### src/hw/rtl/bus_pkg.sv
`timescale 1ns / 1ps

package bus_pkg;

	// Command codes of an input word
	typedef enum logic [1:0] {
		CMD_START = 2'd0,
		CMD_RX    = 2'd1,
		CMD_SLOT  = 2'd2,
		CMD_NOP   = 2'd3
	} cmd_t;

	// Transmit sequencer phases
	typedef enum logic [2:0] {
		PH_IDLE       = 3'd0,
		PH_BEGIN_CMD  = 3'd1,
		PH_BEGIN_FLAG = 3'd2,
		PH_DATA_HEAD  = 3'd3,
		PH_PAYLOAD    = 3'd4,
		PH_SUM_HI     = 3'd5,
		PH_SUM_LO     = 3'd6,
		PH_END        = 3'd7
	} phase_t;

	typedef enum logic [1:0] {
		OUT_RUN  = 2'd0,
		OUT_OK   = 2'd1,
		OUT_FAIL = 2'd2,
		OUT_RSVD = 2'd3
	} outcome_t;

	// Link bytes
	localparam logic [7:0] BYTE_BEGIN = 8'h01;
	localparam logic [7:0] BYTE_DATA  = 8'h02;
	localparam logic [7:0] BYTE_ACK   = 8'h03;
	localparam logic [7:0] BYTE_END   = 8'h04;
	localparam logic [7:0] BYTE_NAK   = 8'h05;
	localparam logic [7:0] BYTE_PAD   = 8'hFF;

	// Configuration register map
	localparam int CFG_IDX_W  = 1;
	localparam int CFG_DATA_W = 18;
	localparam int LEN_W      = 18;
	localparam logic [CFG_IDX_W-1:0] CFG_IMAGE_LENGTH   = 1'd0;
	localparam logic [CFG_IDX_W-1:0] CFG_VERIFY_REQUEST = 1'd1;

endpackage

### src/hw/rtl/bus_if.sv
`timescale 1ns / 1ps

// Input word channel
interface bus_item_if;
	logic       valid;
	logic       ready;
	logic [1:0] cmd;
	logic [7:0] rx_byte;
	logic [7:0] image_byte;

	modport source (output valid, output cmd, output rx_byte, output image_byte, input ready);
	modport sink   (input valid, input cmd, input rx_byte, input image_byte, output ready);
endinterface

// Result word channel
interface bus_result_if;
	logic       valid;
	logic       ready;
	logic       tx_valid;
	logic [7:0] tx_byte;
	logic       image_taken;
	logic [1:0] outcome;

	modport source (output valid, output tx_valid, output tx_byte, output image_taken,
		output outcome, input ready);
	modport sink   (input valid, input tx_valid, input tx_byte, input image_taken,
		input outcome, output ready);
endinterface

// Configuration write channel
interface bus_cfg_if;
	logic                           valid;
	logic                           ready;
	logic [bus_pkg::CFG_IDX_W-1:0]  index;
	logic [bus_pkg::CFG_DATA_W-1:0] data;

	modport source (output valid, output index, output data, input ready);
	modport sink   (input valid, input index, input data, output ready);
endinterface

### src/hw/rtl/block_upload_sender_core.sv
`timescale 1ns / 1ps

// Block upload sender.
// item_in carries one word per event: start, a byte received from the target, a
// transmit slot, or no operation. result_out gives exactly one word back per input
// word: tx_valid/tx_byte for a byte sent in a slot, image_taken when image_byte was
// consumed into the payload, and the session outcome (running, success, failure).
// cfg writes image_length (index 0) and verify_request (index 1); always ready.
// The user must write only while no word is in flight; the block does not enforce this.
// An accepted word passes the input register, then the result register, before it
// shows on result_out. Throughput: one word per cycle while result_out.ready is high;
// the whole per-word update of the sequencer is one pass of logic between the registers.
// Stall: when result_out.ready is low the result register holds, the input register
// fills behind it, and item_in.ready drops only once both are full.
// Reset: sequencer idle with no session, outcome running, image_length 0 and
// verify_request 1.
// Block totals are worked out by comparing the image length with the running end
// offset of the current block, so no divider is needed.

module block_upload_sender_core #(
	parameter int BLOCK_BYTES = 512,
	parameter int MAX_BLOCKS  = 256
) (
	input  logic                  clk,
	input  logic                  arst_n,
	bus_item_if.sink              item_in,
	bus_result_if.source          result_out,
	bus_cfg_if.sink               cfg
);

	localparam int IW        = $clog2(BLOCK_BYTES + 1);
	localparam int BW        = $clog2(MAX_BLOCKS + 1);
	localparam int CAP_BYTES = MAX_BLOCKS * BLOCK_BYTES;
	localparam int EW        = $clog2(CAP_BYTES + 1);
	// wide enough for a block base plus byte index and for the image length
	localparam int CW        = ((EW > bus_pkg::LEN_W) ? EW : bus_pkg::LEN_W) + 1;

	// configuration
	logic [bus_pkg::LEN_W-1:0] img_len_q;
	logic                      verify_q;

	// input stage
	logic       vld_s1;
	logic [1:0] cmd_s1;
	logic [7:0] rx_s1;
	logic [7:0] img_s1;

	// result stage
	logic       vld_s2;
	logic       tx_valid_s2;
	logic [7:0] tx_byte_s2;
	logic       taken_s2;
	logic [1:0] outcome_s2;

	// sequencer state
	bus_pkg::phase_t   phase_q, phase_d;
	logic [IW-1:0]     idx_q, idx_d;
	logic [BW-1:0]     bs_q, bs_d;
	logic [CW-1:0]     blk_end_q, blk_end_d;   // blocks_sent * BLOCK_BYTES
	logic [15:0]       sum_q, sum_d;
	logic              begun_q, begun_d;
	logic              flag_q, flag_d;
	bus_pkg::outcome_t outc_q, outc_d;
	logic              sess_q, sess_d;

	// per-word results
	logic       tx_valid_d;
	logic [7:0] tx_byte_d;
	logic       taken_d;

	logic          adv;
	logic [CW-1:0] len_ext;
	logic [CW-1:0] blk_base;
	logic          capped;
	logic          in_last;
	logic          take_ok;
	logic          all_sent;

	// result register frees up when empty or being read out
	assign adv          = vld_s1 && (!vld_s2 || result_out.ready);
	assign item_in.ready = !vld_s1 || adv;
	assign cfg.ready    = 1'b1;

	always_ff @(posedge clk or negedge arst_n) begin
		if (!arst_n) begin
			img_len_q <= '0;
			verify_q  <= 1'b1;
		end else if (cfg.valid) begin
			unique case (cfg.index)
				bus_pkg::CFG_IMAGE_LENGTH:   img_len_q <= cfg.data;
				bus_pkg::CFG_VERIFY_REQUEST: verify_q  <= cfg.data[0];
				default: ;
			endcase
		end
	end

	always_ff @(posedge clk or negedge arst_n) begin
		if (!arst_n) begin
			vld_s1 <= 1'b0;
		end else if (item_in.ready) begin
			vld_s1 <= item_in.valid;
		end
	end

	always_ff @(posedge clk) begin
		if (item_in.ready && item_in.valid) begin
			cmd_s1 <= item_in.cmd;
			rx_s1  <= item_in.rx_byte;
			img_s1 <= item_in.image_byte;
		end
	end

	// block bookkeeping, all by compare against end-of-block offsets
	assign len_ext  = CW'(img_len_q);
	assign blk_base = blk_end_q - CW'(BLOCK_BYTES);
	assign capped   = len_ext > CW'(CAP_BYTES);
	// current block is the short last one
	assign in_last  = !capped && (blk_base < len_ext) && (len_ext < blk_end_q);
	assign take_ok  = !in_last || ((blk_base + CW'(idx_q)) < len_ext);
	assign all_sent = capped ? (bs_q >= BW'(MAX_BLOCKS)) : (blk_end_q >= len_ext);

	always_ff @(posedge clk or negedge arst_n) begin
		if (!arst_n) begin
			phase_q   <= bus_pkg::PH_IDLE;
			idx_q     <= '0;
			bs_q      <= '0;
			blk_end_q <= '0;
			sum_q     <= '0;
			begun_q   <= 1'b0;
			flag_q    <= 1'b0;
			outc_q    <= bus_pkg::OUT_RUN;
			sess_q    <= 1'b0;
		end else if (adv) begin
			phase_q   <= phase_d;
			idx_q     <= idx_d;
			bs_q      <= bs_d;
			blk_end_q <= blk_end_d;
			sum_q     <= sum_d;
			begun_q   <= begun_d;
			flag_q    <= flag_d;
			outc_q    <= outc_d;
			sess_q    <= sess_d;
		end
	end

	always_comb begin
		phase_d    = phase_q;
		idx_d      = idx_q;
		bs_d       = bs_q;
		blk_end_d  = blk_end_q;
		sum_d      = sum_q;
		begun_d    = begun_q;
		flag_d     = flag_q;
		outc_d     = outc_q;
		sess_d     = sess_q;
		tx_valid_d = 1'b0;
		tx_byte_d  = '0;
		taken_d    = 1'b0;

		unique case (bus_pkg::cmd_t'(cmd_s1))
			bus_pkg::CMD_START: begin
				// restart a session from scratch
				phase_d   = bus_pkg::PH_BEGIN_CMD;
				idx_d     = '0;
				bs_d      = '0;
				blk_end_d = '0;
				sum_d     = '0;
				begun_d   = 1'b0;
				flag_d    = verify_q;
				outc_d    = bus_pkg::OUT_RUN;
				sess_d    = 1'b1;
			end
			bus_pkg::CMD_RX: begin
				// replies count only between frames of a live session
				if (sess_q && phase_q == bus_pkg::PH_IDLE) begin
					if (rx_s1 == bus_pkg::BYTE_ACK) begin
						if (all_sent) begin
							phase_d = bus_pkg::PH_END;
							outc_d  = bus_pkg::OUT_OK;
							sess_d  = 1'b0;
						end else begin
							begun_d   = 1'b1;
							bs_d      = bs_q + BW'(1);
							blk_end_d = blk_end_q + CW'(BLOCK_BYTES);
							idx_d     = '0;
							sum_d     = '0;
							phase_d   = bus_pkg::PH_DATA_HEAD;
						end
					end else if (rx_s1 == bus_pkg::BYTE_NAK) begin
						if (begun_q) begin
							outc_d = bus_pkg::OUT_FAIL;
							sess_d = 1'b0;
						end else begin
							flag_d  = 1'b0;
							phase_d = bus_pkg::PH_BEGIN_CMD;
						end
					end
				end
			end
			bus_pkg::CMD_SLOT: begin
				tx_valid_d = (phase_q != bus_pkg::PH_IDLE);
				unique case (phase_q)
					bus_pkg::PH_IDLE: ;
					bus_pkg::PH_BEGIN_CMD: begin
						tx_byte_d = bus_pkg::BYTE_BEGIN;
						phase_d   = bus_pkg::PH_BEGIN_FLAG;
					end
					bus_pkg::PH_BEGIN_FLAG: begin
						tx_byte_d = {7'd0, flag_q};
						phase_d   = bus_pkg::PH_IDLE;
					end
					bus_pkg::PH_DATA_HEAD: begin
						tx_byte_d = bus_pkg::BYTE_DATA;
						phase_d   = bus_pkg::PH_PAYLOAD;
					end
					bus_pkg::PH_PAYLOAD: begin
						// image data, or pad past the end of a short last block
						if (take_ok) begin
							tx_byte_d = img_s1;
							taken_d   = 1'b1;
						end else begin
							tx_byte_d = bus_pkg::BYTE_PAD;
						end
						sum_d = sum_q + {8'd0, tx_byte_d};
						idx_d = idx_q + IW'(1);
						if (idx_q == IW'(BLOCK_BYTES - 1)) begin
							phase_d = bus_pkg::PH_SUM_HI;
						end
					end
					bus_pkg::PH_SUM_HI: begin
						tx_byte_d = sum_q[15:8];
						phase_d   = bus_pkg::PH_SUM_LO;
					end
					bus_pkg::PH_SUM_LO: begin
						tx_byte_d = sum_q[7:0];
						phase_d   = bus_pkg::PH_IDLE;
					end
					bus_pkg::PH_END: begin
						tx_byte_d = bus_pkg::BYTE_END;
						phase_d   = bus_pkg::PH_IDLE;
					end
					default: ;
				endcase
			end
			bus_pkg::CMD_NOP: ;
			default: ;
		endcase
	end

	// result register
	always_ff @(posedge clk or negedge arst_n) begin
		if (!arst_n) begin
			vld_s2 <= 1'b0;
		end else if (adv) begin
			vld_s2 <= 1'b1;
		end else if (result_out.ready) begin
			vld_s2 <= 1'b0;
		end
	end

	always_ff @(posedge clk) begin
		if (adv) begin
			tx_valid_s2 <= tx_valid_d;
			tx_byte_s2  <= tx_byte_d;
			taken_s2    <= taken_d;
			outcome_s2  <= outc_d;
		end
	end

	assign result_out.valid       = vld_s2;
	assign result_out.tx_valid    = tx_valid_s2;
	assign result_out.tx_byte     = tx_byte_s2;
	assign result_out.image_taken = taken_s2;
	assign result_out.outcome     = outcome_s2;

endmodule

### src/flat_wrapper.sv
// flat-port wrapper written by rule: the top's interface ports become plain ports
module block_upload_sender_core_flat 
#(
	parameter int BLOCK_BYTES = 512,
	parameter int MAX_BLOCKS  = 256
)
  (clk, arst_n, item_in_valid, item_in_cmd, item_in_rx_byte, item_in_image_byte, item_in_ready, result_out_valid, result_out_tx_valid, result_out_tx_byte, result_out_image_taken, result_out_outcome, result_out_ready, cfg_valid, cfg_index, cfg_data, cfg_ready);
  bus_item_if item_in_i ();
  bus_result_if result_out_i ();
  bus_cfg_if cfg_i ();
  input  logic clk;
  input  logic arst_n;
  input wire logic [$bits(item_in_i.valid)-1:0] item_in_valid;
  input wire logic [$bits(item_in_i.cmd)-1:0] item_in_cmd;
  input wire logic [$bits(item_in_i.rx_byte)-1:0] item_in_rx_byte;
  input wire logic [$bits(item_in_i.image_byte)-1:0] item_in_image_byte;
  output wire logic [$bits(item_in_i.ready)-1:0] item_in_ready;
  output wire logic [$bits(result_out_i.valid)-1:0] result_out_valid;
  output wire logic [$bits(result_out_i.tx_valid)-1:0] result_out_tx_valid;
  output wire logic [$bits(result_out_i.tx_byte)-1:0] result_out_tx_byte;
  output wire logic [$bits(result_out_i.image_taken)-1:0] result_out_image_taken;
  output wire logic [$bits(result_out_i.outcome)-1:0] result_out_outcome;
  input wire logic [$bits(result_out_i.ready)-1:0] result_out_ready;
  input wire logic [$bits(cfg_i.valid)-1:0] cfg_valid;
  input wire logic [$bits(cfg_i.index)-1:0] cfg_index;
  input wire logic [$bits(cfg_i.data)-1:0] cfg_data;
  output wire logic [$bits(cfg_i.ready)-1:0] cfg_ready;
  assign item_in_i.valid = item_in_valid;
  assign item_in_i.cmd = item_in_cmd;
  assign item_in_i.rx_byte = item_in_rx_byte;
  assign item_in_i.image_byte = item_in_image_byte;
  assign item_in_ready = item_in_i.ready;
  assign result_out_valid = result_out_i.valid;
  assign result_out_tx_valid = result_out_i.tx_valid;
  assign result_out_tx_byte = result_out_i.tx_byte;
  assign result_out_image_taken = result_out_i.image_taken;
  assign result_out_outcome = result_out_i.outcome;
  assign result_out_i.ready = result_out_ready;
  assign cfg_i.valid = cfg_valid;
  assign cfg_i.index = cfg_index;
  assign cfg_i.data = cfg_data;
  assign cfg_ready = cfg_i.ready;
  block_upload_sender_core #(.BLOCK_BYTES(BLOCK_BYTES), .MAX_BLOCKS(MAX_BLOCKS)) u_core (.clk(clk), .arst_n(arst_n), .item_in(item_in_i), .result_out(result_out_i), .cfg(cfg_i));
endmodule
### config.mk
export PLATFORM = sky130hd
export DESIGN_NAME = block_upload_sender_core_flat
export DESIGN_NICKNAME = d
export VERILOG_FILES = /design/src/hw/rtl/bus_pkg.sv /design/src/hw/rtl/bus_if.sv /design/src/hw/rtl/block_upload_sender_core.sv /design/src/flat_wrapper.sv
export SDC_FILE = /design/constraint.sdc
export NUM_CORES = 1
export LEC_CHECK = 0
export ABC_AREA = 1
export BUFFER_PORTS_ARGS = -buffer_cell sky130_fd_sc_hd__buf_4
export CAP_MARGIN = 20
export CORE_ASPECT_RATIO = 1.2
export CORE_UTILIZATION = 52
export DETAILED_ROUTE_END_ITERATION = 8
export PLACE_DENSITY = 0.71
export SKIP_LAST_GASP = 1
export SLEW_MARGIN = 20
export SYNTH_ARGS = -nofsm -noshare
export SYNTH_HDL_FRONTEND = slang
export SYNTH_SLANG_ARGS = --single-unit
### constraint.sdc
create_clock -name clk -period 11.04 [get_ports clk]
set_input_delay 1.656 -clock clk [delete_from_list [all_inputs] [get_ports clk]]
set_output_delay 1.656 -clock clk [all_outputs]
set_load 0.05 [all_outputs]
# == Word level (Yosys, flattened, before mapping) ==
# Index checks and enable logic that the tools add are counted.
# Widths: inputs -> output; s select.
# classes
magnitude_cmp,6
n_eq_ne,25
n_addsub,6
reduce_logical,27
bitwise_logic,1
muxes,55
# ops
op,count
$mux 16,4
$mux 19,3
$pmux 8 s7,1
$pmux 16 s3,1
$mux 10,4
$lt 19x18->1,2
$pmux 19 s2,1
$pmux 10 s3,1
$mux 9,3
$mux 8,3
$add 19x10->19,1
$add 19x10->19 const B,1
$ge 19x18->1,1
$lt 18x19->1,1
$sub 19x10->19 const B,1
$gt 18x18->1 const B,1
$mux 3,6
$pmux 9 s2,1
$reduce_and 6->1,3
$add 16x8->16,1
$mux 1,16
$pmux 3 s5,1
$eq 3x3->1 const B,4
$add 10x1->10 const B,1
other kinds (31),58
# word_totals
output_inout_bits,15
in_bits,42
reg_bits,113
elab_cells,140

# == Logic depth before layout (Yosys ltp) ==
# depth
depth_word,12
ltp_mapped,35
depth_no_buf,35

# == Worst setup path after synthesis ==
# No wires, ideal clock.
# synth_path
path_kind,register -> register
from,register u_core.blk_end_q[9]
to,register u_core.sum_q[14]
setup_slack_ps,6367
arrival_time_ps,4597
path_stages_with_launch,35
required_ps,10964
period_less_slack_ps,4673
setup_ps,76
n_path_buf,0
path_cell_list,dfrtp_1 -> inv_2 -> ha_1 -> xor2_2 -> nand3_2 -> nor2_4 -> inv_1 -> nor2_1 -> inv_1 -> nor2_1 -> inv_1 -> nand2_1 -> inv_1 -> ha_1 -> inv_1 -> nor3_1 -> a211oi_1 -> nand2_1 -> nand2_1 -> nand2_1 -> nand2_1 -> nand2_2 -> nand2_4 -> nand2_2 -> ha_1 -> inv_1 -> fa_1 -> o31ai_1 -> nand3_1 -> nand2_1 -> nand3_1 -> o21ai_0 -> xor2_1 -> or2_2 -> o21ai_1
# synth_via
elab_chain_cells,12
elab_cells_between_ends,19
cone_classes,add/sub (3); order compare (4); eq/ne (1); mux (6); reduce/logical (5)
# synth_rtl
element,line_no,rtl
"start, declared",block_upload_sender_core.sv:59,"logic [CW-1:0] blk_end_q, blk_end_d;"
"start signal, assigned",block_upload_sender_core.sv:137,blk_end_q <= blk_end_d;
branches (longest 12 deep; another with $sub 19x10->19),--,
"end signal, assigned",block_upload_sender_core.sv:138,sum_q <= sum_d;
"end, declared",block_upload_sender_core.sv:60,"logic [15:0] sum_q, sum_d;"
# Parallel ways; which one is timed is not known. The select of a mux whose other input is x is not followed.
# A chain may end at the register's enable or synchronous reset.

# == Worst setup path after layout ==
# Same ends and word-level chain as after synthesis.

==> results.toml <==
[timing]
setup_viol = 0
fin_tns_setup_ns = 0
worst_pin_slew_ns = 0.894
finalHoldWorstSlack_ns = 0.473
fin_skew_ns = 0.00767
min_period_ns = 5.21
slew_viol_final = 0
max_slew_margin_pct = 40.4
timing.fmax_mhz = 192
rsz0062_at_grt = "no"
fin_crit_sh_pct = 47.2
hold_viol = 0

[cts]
clock_latency_ns = 0.37
cts_tree = "yes"
cts_root_buf = "clkbuf_16"
clkTransAtPathRegs_ns = 0.08
cts-resized-gates = 0
numCtsBuffers = 9
clock_path_buffers = 2
cts.sinks = 104
ctsHoldBuffers = 0
postCtsSetupRepairBufs = 0
htree_levels = 3

[final_layout]
antenna-diode-count = 0
final_layout_size_suffix_gt1_share_pct = 16.6
post-route-util_pct = 59.5
multi_input_area_um2 = 3680
fin_nets = 1041
register_area_um2 = 2750
fill_cells = 1241
area_delta_synth_final_pct = 11.1

[power_and_ir_drop]
leakagePower_nw = 3.63
ir_drop_uv = 94.4
p_total_w = 0.00108
powerDensity_nw_per_um2 = 137

[floorplanning]
coreArea_um2 = 13200
start_util_pct = 53.6
die-width_um = 109
ios = 57
die_h_um = 130
die_area_um2 = 14100
rows = 46

[min_path]
hold_path.class = "register to register"
min_path_cells = 2
hold_start = "u_core.bs_q[5]"
whs_endpoint = "u_core.bs_q[5]"

[synthesis]
synth_edf_count = 30
synth_top_area_share_pct = 25.7
yosys_warnings = 0
yosysMostFrequentCell = "nand2_1"
ys_types = 47
synth_ff_type = "dfrtp_1"
synthTopCellsByCount = "nand2_1 (220), inv_1 (121), dfrtp_1 (73), nor2_1 (70)"
synthCells = 904
syn_avg_cell_area_um2 = 7.85
yosysSeqAreaShare_pct = 38.8
yosys_register_bits = 104
netlist.top_cell.by_area = "dfrtp_1"
synthesis.nets = 1002
synth.area.top_cells = "dfrtp_1 (26%), edfxtp_1 (13%), nand2_1 (12%), ha_1 (9.7%), inv_1 (6.4%)"
async_flop_share_pct = 71.2
syn_area_um2 = 7100

[critical_path]
critPathSlowestCell = "o31ai_1"
rr_worst_depth = 34
start_kind = "register"
required_ns = 11.33
crit_arrival_ns = 5.50
worstReg2RegEnd = "u_core.sum_q[14]"
worstPathMaxFanout = 8
critPathMaxStageDelay_ns = 0.52
cp-end-kind = "register"
r2r_start = "u_core.blk_end_q[9]"
r2r_slack_ns = 5.83
path_common_cell = "nand2_1"
path_class = "register to register"

[global_routing]
grt_usage_pct = 23.1
grt_pass1_vias = 5329
overflow = 0
grt_pass1_wl_um = 25200
antenna_found_initial = 0
grt_max_degree = 75

[detailed_routing]
drtAntennaViolNets = 0
num_vias = 5813
drc = 0
vias_per_cell = 5.21
drtIter0Drc = 318
wire_per_inst_um = 13.8
drt-pass1-iter-count = 5
drt_wl_total_um = 15400

[placement]
dp_hpwl_um = 11400
gp_congestion = 0.946
io_buffers = 55

[run_status]
run_status = "finished clean"

[job]
drv_cap = 0
per-layer routing:
| layer | part of all wire [%] | track usage [%] |
|---|---|---|
| met1 | 45 | 29.5 |
| met2 | 49 | 38.6 |
| met3 | 3.0 | 2.65 |
| met4 | 3.2 | 11.4 |
| met5 | 0 | 0 |
cell type report:
| type | count | area share, % |
|---|---|---|
| Tap cell | 168 | 2.67 |
| Multi-Input combinational cell | 645 | 46.7 |
| Clock buffer | 9 | 2.86 |
| Inverter | 126 | 6.00 |
| Sequential cell | 104 | 34.9 |
| Clock inverter | 7 | 1.21 |
| Timing Repair Buffer | 57 | 5.59 |
logic make-up (layout without fill, tap and decap cells):
logic type | Yosys count | in the layout | synth area share (%)
and+or+nand+nor | 418 | 418 | 26.2
buffers and inverters | 155 | 199 | 9.26
AOI/OAI and AO/OA | 154 | 154 | 13.4
DFF | 104 | 104 | 38.8
adders and majority gates | 56 | 56 | 9.98
xor gates and xnor gates | 16 | 16 | 2.29
other | 1 | 1 | 0.0528
power by group:
group | total [W] | internal (W) | switching, W
combinational | 0.000259 | 0.0000898 | 0.000170
clock | 0.000347 | 0.000184 | 0.000163
sequential | 0.000471 | 0.000439 | 0.0000319
total | 0.00108 | 0.000713 | 0.000365
layout by cell type (no fill, tap or decap), drive strengths merged, types with 11 or more instances in the layout:
| master | n |
|---|---|
| nand2 | 234 |
| inv | 129 |
| nor2 | 78 |
| o21ai | 75 |
| dfrtp | 73 |
| a21oi | 58 |
| buf | 57 |
| nand3 | 57 |
| ha | 55 |
| edfxtp | 30 |
| nor3 | 17 |
| or2 | 17 |
| xor2 | 14 |
| nand4 | 11 |
sequential cells by signal (all words and copies together) (netlist names):
register and cells:
u_core.phase_q 3, u_core.img_len_q 18, u_core.result_out.image_taken 1, u_core.cmd_s1 2, u_core.img_s1 8, u_core.sum_q 16
u_core.rx_s1 8, u_core.flag_q 1, u_core.result_out.tx_valid 1, u_core.outc_q 2, u_core.sess_q 1, u_core.idx_q 10
u_core.bs_q 9, u_core.result_out.valid 1, u_core.blk_end_q 10, u_core.result_out.tx_byte 8, u_core.verify_q 1, u_core.begun_q 1
u_core.result_out.outcome 2, u_core.vld_s1 1
stage by stage:
stage	area (µm²)	worst slack (ns)	instances
after floorplan	7100	6.37	904
after global placement	7540	5.95	1099
after detailed placement	7540	5.83	1099
after CTS	7860	5.80	1115
after global routing	7880	5.27	1116
final	7880	5.83	1116
how the worst max path moves through the flow:
| stage | startpoint | endpoint | slack (ns) | depth (start not counted) |
|---|---|---|---|---|
| after floorplan | u_core.blk_end_q[9] | u_core.sum_q[14] | 6.37 | 34 |
| after global routing | u_core.blk_end_q[9] | u_core.sum_q[14] | 5.27 | 34 |
| final | u_core.blk_end_q[9] | u_core.sum_q[14] | 5.83 | 34 |
| after detailed placement | u_core.blk_end_q[9] | u_core.sum_q[14] | 5.83 | 34 |
| after CTS | u_core.blk_end_q[9] | u_core.sum_q[14] | 5.80 | 34 |
| after global placement | u_core.blk_end_q[9] | u_core.sum_q[14] | 5.95 | 34 |
critical path, delay by kind of cell (launching register included):
kind	cells	cell delay (ns)
compound gates	3	0.74
fa+ha+maj	4	1.22
buf+inv	7	0.56
flops	1	0.45
xor+xnor	2	0.32
simple gates	18	1.84
No activity file was read; power rests on OpenSTA's default activity.
